$ cat config.mk
export PLATFORM = sky130hd
export DESIGN_NAME = rmq_div_lane
export DESIGN_NICKNAME = d
export VERILOG_FILES = /design/src/design/rmq_div_lane.sv
export SDC_FILE = /design/constraint.sdc
export NUM_CORES = 2
export LEC_CHECK = 0
export ABC_AREA = 1
export CELL_PAD_IN_SITES_DETAIL_PLACEMENT = 0
export CELL_PAD_IN_SITES_GLOBAL_PLACEMENT = 1
export CORE_UTILIZATION = 53
export CTS_BUF_LIST = sky130_fd_sc_hd__clkbuf_16
export CTS_CLUSTER_SIZE = 14
export DETAILED_ROUTE_END_ITERATION = 10
export DONT_BUFFER_PORTS = 1
export MAX_ROUTING_LAYER = met4
export PLACE_DENSITY = 0.94
export REMOVE_ABC_BUFFERS = 1
export SLEW_MARGIN = 40
export SYNTH_ARGS = -nofsm -noshare
export SYNTH_HDL_FRONTEND = slang
export SYNTH_SLANG_ARGS = --single-unit
$ cat constraint.sdc
create_clock -name clk -period 4.7 [get_ports clk]
set_input_delay 0.235 -clock clk [delete_from_list [all_inputs] [get_ports clk]]
set_output_delay 0.235 -clock clk [all_outputs]
set_load 0.005 [all_outputs]
$ cat src/design/rmq_div_lane.sv
// Pipelined restoring divider lane: round(mag * 2^F / (4 * big)), signed, saturated.
// One quotient bit per stage; stage enables come from the top level. No package use.
module rmq_div_lane #(
  parameter int FRAC_BITS = 16
) (
  input  logic                        clk,
  input  logic [FRAC_BITS+3:0]        en,
  input  logic [FRAC_BITS+2:0]        mag_i,
  input  logic                        neg_i,
  input  logic [FRAC_BITS:0]          big_i,
  output logic signed [FRAC_BITS+1:0] q_o
);
  localparam int F    = FRAC_BITS;
  localparam int DB   = F + 2;
  localparam int NW   = 2 * F + 3;
  localparam int DNW  = F + 3;
  localparam int CMPW = 2 * F + 5;
  localparam logic [DB-1:0]        QHALF = DB'(1) << (DB - 1);
  localparam logic signed [DB-1:0] QMAX  = signed'(QHALF - DB'(1));
  localparam logic signed [DB-1:0] QMIN  = signed'(QHALF);

  logic [NW-1:0]  rem_r [DB+1];
  logic [DNW-1:0] den_r [DB+1];
  logic           neg_r [DB+1];
  logic           ovf_r [DB+1];
  logic [DB-1:0]  q_r   [DB+1];

  // numerator with the rounding half-divisor folded in
  always_ff @(posedge clk) begin
    if (en[0]) begin
      rem_r[0] <= (NW'(mag_i) << F) + NW'({big_i, 1'b0});
      den_r[0] <= {big_i, 2'b00};
      neg_r[0] <= neg_i;
      ovf_r[0] <= 1'b0;
      q_r[0]   <= '0;
    end
  end

  for (genvar j = 1; j <= DB; j++) begin : g_bit
    logic [CMPW-1:0] dsh;
    logic            ge;
    logic            ovf_nxt;
    assign dsh = CMPW'(den_r[j-1]) << (DB - j);
    assign ge  = CMPW'(rem_r[j-1]) >= dsh;
    if (j == 1) begin : g_first
      assign ovf_nxt = CMPW'(rem_r[0]) >= (CMPW'(den_r[0]) << DB);
    end else begin : g_rest
      assign ovf_nxt = ovf_r[j-1];
    end
    always_ff @(posedge clk) begin
      if (en[j]) begin
        rem_r[j] <= ge ? NW'(CMPW'(rem_r[j-1]) - dsh) : rem_r[j-1];
        den_r[j] <= den_r[j-1];
        neg_r[j] <= neg_r[j-1];
        ovf_r[j] <= ovf_nxt;
        q_r[j]   <= {q_r[j-1][DB-2:0], ge};
      end
    end
  end

  logic              pos_sat, neg_sat;
  logic signed [DB-1:0] q_nxt;
  always_comb begin
    pos_sat = ovf_r[DB] || q_r[DB][DB-1];
    neg_sat = ovf_r[DB] || (q_r[DB] > QHALF);
    if (neg_r[DB]) begin
      q_nxt = neg_sat ? QMIN : -signed'(q_r[DB]);
    end else begin
      q_nxt = pos_sat ? QMAX : signed'(q_r[DB]);
    end
  end

  always_ff @(posedge clk) begin
    if (en[DB+1]) begin
      q_o <= q_nxt;
    end
  end
endmodule

======== Word-level counts from Yosys, hierarchy flattened ========
Memories as Yosys holds them, arrays and structs flattened.
Index checks and enable logic that the tools add are counted.
storage, ports and cells
  input port bits ......................... 58
  output and inout port bits .............. 18
  word-level logic and storage cells ...... 107
  memories kept ........................... 5
  RAM bits ................................ 1406
  register bits after elaboration ......... 18
memory list
  memory  depth  width  read ports  clocked after memory_dff  write ports  RTL line  text
  rem_r   19     35     18          0                         19           22        logic [NW-1:0] rem_r [DB+1];
  den_r   19     19     18          0                         19           23        logic [DNW-1:0] den_r [DB+1];
  q_r     19     18     19          0                         19           26        logic [DB-1:0] q_r [DB+1];
  neg_r   19     1      19          0                         19           24        logic neg_r [DB+1];
  ovf_r   19     1      18          0                         19           25        logic ovf_r [DB+1];
cells by class
  reductions and logical operators ........ 2
  $lt $le $gt $ge ......................... 20
  multiplexer cells ....................... 59
  $add $sub $neg .......................... 20
operators with widths
  operator          number
  $mux W35          18
  $sub A35 B35 Y35  2
  $mux W18          3
  $mux W1           38
  $ge A35 B37 Y1    1
  $ge A35 B36 Y1    1
  $add A35 B18 Y35  1
  $ge A35 B19 Y1    1
  $ge A35 B20 Y1    1
  $ge A35 B21 Y1    1
  $ge A35 B22 Y1    1
  $ge A35 B23 Y1    1
  $ge A35 B24 Y1    1
  $ge A35 B25 Y1    1
  $ge A35 B26 Y1    1
  $ge A35 B27 Y1    1
  $ge A35 B28 Y1    1
  $ge A35 B29 Y1    1
  $ge A35 B30 Y1    1
  $ge A35 B31 Y1    1
  $ge A35 B32 Y1    1
  $ge A35 B33 Y1    1
  $ge A35 B34 Y1    1
  $ge A35 B35 Y1    1
  other kinds (19)  20

======== Depth between registers and ports, before layout ========
An unclocked memory read counts as a cell.
  depth in word-level cells ............... 5
  depth in mapped cells ................... 16
  depth with buffers taken out ............ 15

======== Worst setup path before layout ========
No wires, ideal clock.
  path type ............................... reg-to-reg
  start point ............................. memory rem_r[6][13] (netlist bit)
  end point ............................... memory rem_r[7][21] (netlist bit) (data pin)
  clock period less this slack ............ 2301 ps
  required time ........................... 4448 ps
  setup slack ............................. 2399 ps
  setup time .............................. 252 ps
  data arrival time ....................... 2049 ps
  path buffers ............................ 1
  stages on the path, launching flop included .. 14
  path through ............................ edfxtp_1 > inv_1 > ha_1 > inv_1 > fa_1 > nand3_1 > nand3_1 > nand2_1 > nand3_1 > nand2_1 > nand4_2 > buf_6 > nand2_1 > nand2_1
RTL lines
  element          RTL line
  start, declared  22

==> flow_summary.ini <==
[status]
outcome = completed

[routing]
ant_nets = 0
drt_iter0_drc = 4121
route.detailed.drc = 0
totalWireLength_um = 173000
vias_per_cell = 5.41
drtPass1Iterations = 8
wire_per_inst_um = 18.9
dr_total_vias = 49600

[floorplan]
die_x_um = 339
initial_core_util_pct = 53.5
rows = 123
dieArea_mm2 = 0.115
io_pins = 76
core_mm2 = 0.112
die_h_um = 339

[layout]
drive_gt1_share_pct = 3.22
fin_util_pct = 58.7
final_cell_mix = 2636 x nand2_1, 1200 x inv_1, 965 x edfxtp_1, 584 x nor2_1, 539 x nand3_1
layout_commonest_cell = nand2_1
diodes = 0
fill_cells = 10100
seqCellArea_mm2 = 0.0290
multi_input_area_mm2 = 0.0263
final_cells = 9160
syn_to_final_growth_pct = 9.82
final_nets = 7972

[timing]
period_needed_ns = 3.05
fin_setup_tns_ns = 0
fin_crit_sh_pct = 64.9
tightest_slew_ns = 0.819
skew_ns = 0.0568
rsz0062_at_grt = no
setup_viol_count_final = 0
max_freq_mhz = 328
drv_slew = 0
relSlewSlack_pct = 45.4
hold_viol = 0

[min_path]
worst_hold_path.num_cells = 1
hold_class = in2reg

[critical_path]
crit_path_end_kind = register
ff2ff_path_depth = 11
crit_fanout = 22
path_cells = inv_1, ha_1, nand2_1, nor2_1, nand2_1, nor2_1, nand3_1, nand3_1, clkinv_1, nand2_1, nand2_1
cp_data_required_time_ns = 5.13
slowest_stage = clkinv_1
path_class = reg2reg
arrival_ns = 3.48
start_kind = register
cpPeakStageDelay_ns = 0.62
crit_top_cell = nand2_1

[clock_tree]
cts_tree = built
path_clk_slew_ns = 0.06
cts_buffers = 102
cts_resized = 0
clock_sinks = 965
worstSkewPairLatency_ns = 0.73
cts_buffer_depth = 3
htree_levels = 3
cts-root-buf = clkbuf_16

[yosys]
synthCells = 7447
ys_warn_count = 0
synth_cell_types = 51
syn_area_mm2 = 0.0602
ys_ff_latch = 965
yosys.area.top_type = edfxtp_1
yosysTopAreaCellShare_pct = 48.2
ys_seq_area_share_pct = 48.2
synth.avg_cell_area_um2 = 8.08
synthTopCellsByArea = edfxtp_1 48%, nand2_1 16%, inv_1 7.4%

[place]
dp.cells = 8883
portBuffers = 0
finalWeightedCongestion = 0.992
hpwl_um = 134000

[power]
ir_worst_vdd_mv = 0.315
powerDensity_mw_per_mm2 = 543
power_leakage_nw = 30.9

[global_routing]
grt_pass1_wl_um = 268000
grt_start_max_net_pins = 69
gr-total-overflow = 0
grt_pass1_vias = 47600
antenna_found_initial = 0
grtUsageTotal_pct = 30.8

[flow_run]
maxCapViolations = 0
critical path: cells and delay by family, from the launching register on:
family,cells,cell delay [ns]
and+or+nand+nor,8,1.27
adders and majority gates,1,0.35
buffers and inverters,2,0.69
DFF,1,0.46
cell usage after synthesis, drive strengths merged:
cell,count
nor3b,1
clkinv,1
ha,322
and2,8
a21o,10
a31oi,2
xnor2,22
buf,61
o211ai,2
nand3,547
nand4,128
nand2,2659
nand2b,3
and3,5
nor4,12
inv,1186
o2111ai,2
or2,10
a21boi,2
clkbuf,7
o21a,6
nand3b,32
nor3,107
o21bai,31
edfxtp,965
fa,18
o21ai,136
xor2,172
a21oi,387
nor2,597
nor2b,6
where the power goes:
| group | internal [W] | switching [W] | total [W] |
|---|---|---|---|
| clock | 0.00443 | 0.00356 | 0.00799 |
| sequential | 0.0119 | 0.00165 | 0.0135 |
| combinational | 0.00477 | 0.00961 | 0.0144 |
| total | 0.0211 | 0.0148 | 0.0359 |
path summary, 6_finish.rpt:
path | startpoint | endpoint | slack [ns]
worst max-delay path | den_r[9][17]$_DFFE_PP_ | rem_r[10][24]$_DFFE_PP_ | 1.65
worst min-delay path | en[18] | q_r[18][15]$_DFFE_PP_ | 0.02
worst max register to register | den_r[9][17]$_DFFE_PP_ | rem_r[10][24]$_DFFE_PP_ | 1.65
worst min register to register | q_r[11][5]$_DFFE_PP_ | q_r[12][6]$_DFFE_PP_ | 0.41
through the flow:
stage / area, um^2 / setup slack [ns] / power, W / hold slack [ns]
6_report: 66100 / 1.65 / 0.0359 / 0.0242
5_1_grt: 66100 / 1.36 / 0.0384 / 0.0187
4_1_cts: 66000 / 1.69 / 0.0358 / 0.00915
3_5_place_dp: 61600 / 1.70 / 0.0275 / 0.334
3_3_place_gp: 61600 / 1.69 / 0.0274 / 0.334
2_1_floorplan: 59700 / 2.15 / 0.0231 / 0.334
repair_timing:
item,4_1_cts,5_1_grt
hold endpoints to repair,1001,0
buffers inserted,0,0
hold buffers,86,0
logic make-up (layout without fill, tap and decap cells):
kind of cell / count (synthesis) / after routing / synth area share (%)
AO/OA/AOI/OAI: 578 / 578 / 5.08
XOR/XNOR: 194 / 194 / 2.82
adder cells (fa/ha/maj): 340 / 340 / 7.30
buffers and inverters: 1255 / 1468 / 8.24
flip-flops: 965 / 965 / 48.2
AND/OR/NAND/NOR: 4115 / 4115 / 28.4
state kept, by name (all words and copies together), names as in the netlist:
signal  count
q_r       171
rem_r     587
neg_r      19
den_r     152
q_o        18
ovf_r      18
metal layers:
layer  global-route usage, %  vias up  share of wire [%]
met1                    39.5    23100                 43
met5                       -        -                  0
met3                    2.73      316                5.4
met4                    9.79        0                3.2
met2                    51.6     1640                 48
li1                        -    24500                  -
final cells by class:
type                    instances  share of cell area (%)
flip-flops and latches        965                    43.9
multi-input cells            5227                    39.8
inverters                    1187                    6.75
clock buffers                 102                    3.86
well taps                    1500                    2.84
repair buffers                 91                    1.78
clock inverters                88                    1.14
Note: power is estimated with default switching activity, not from simulation.
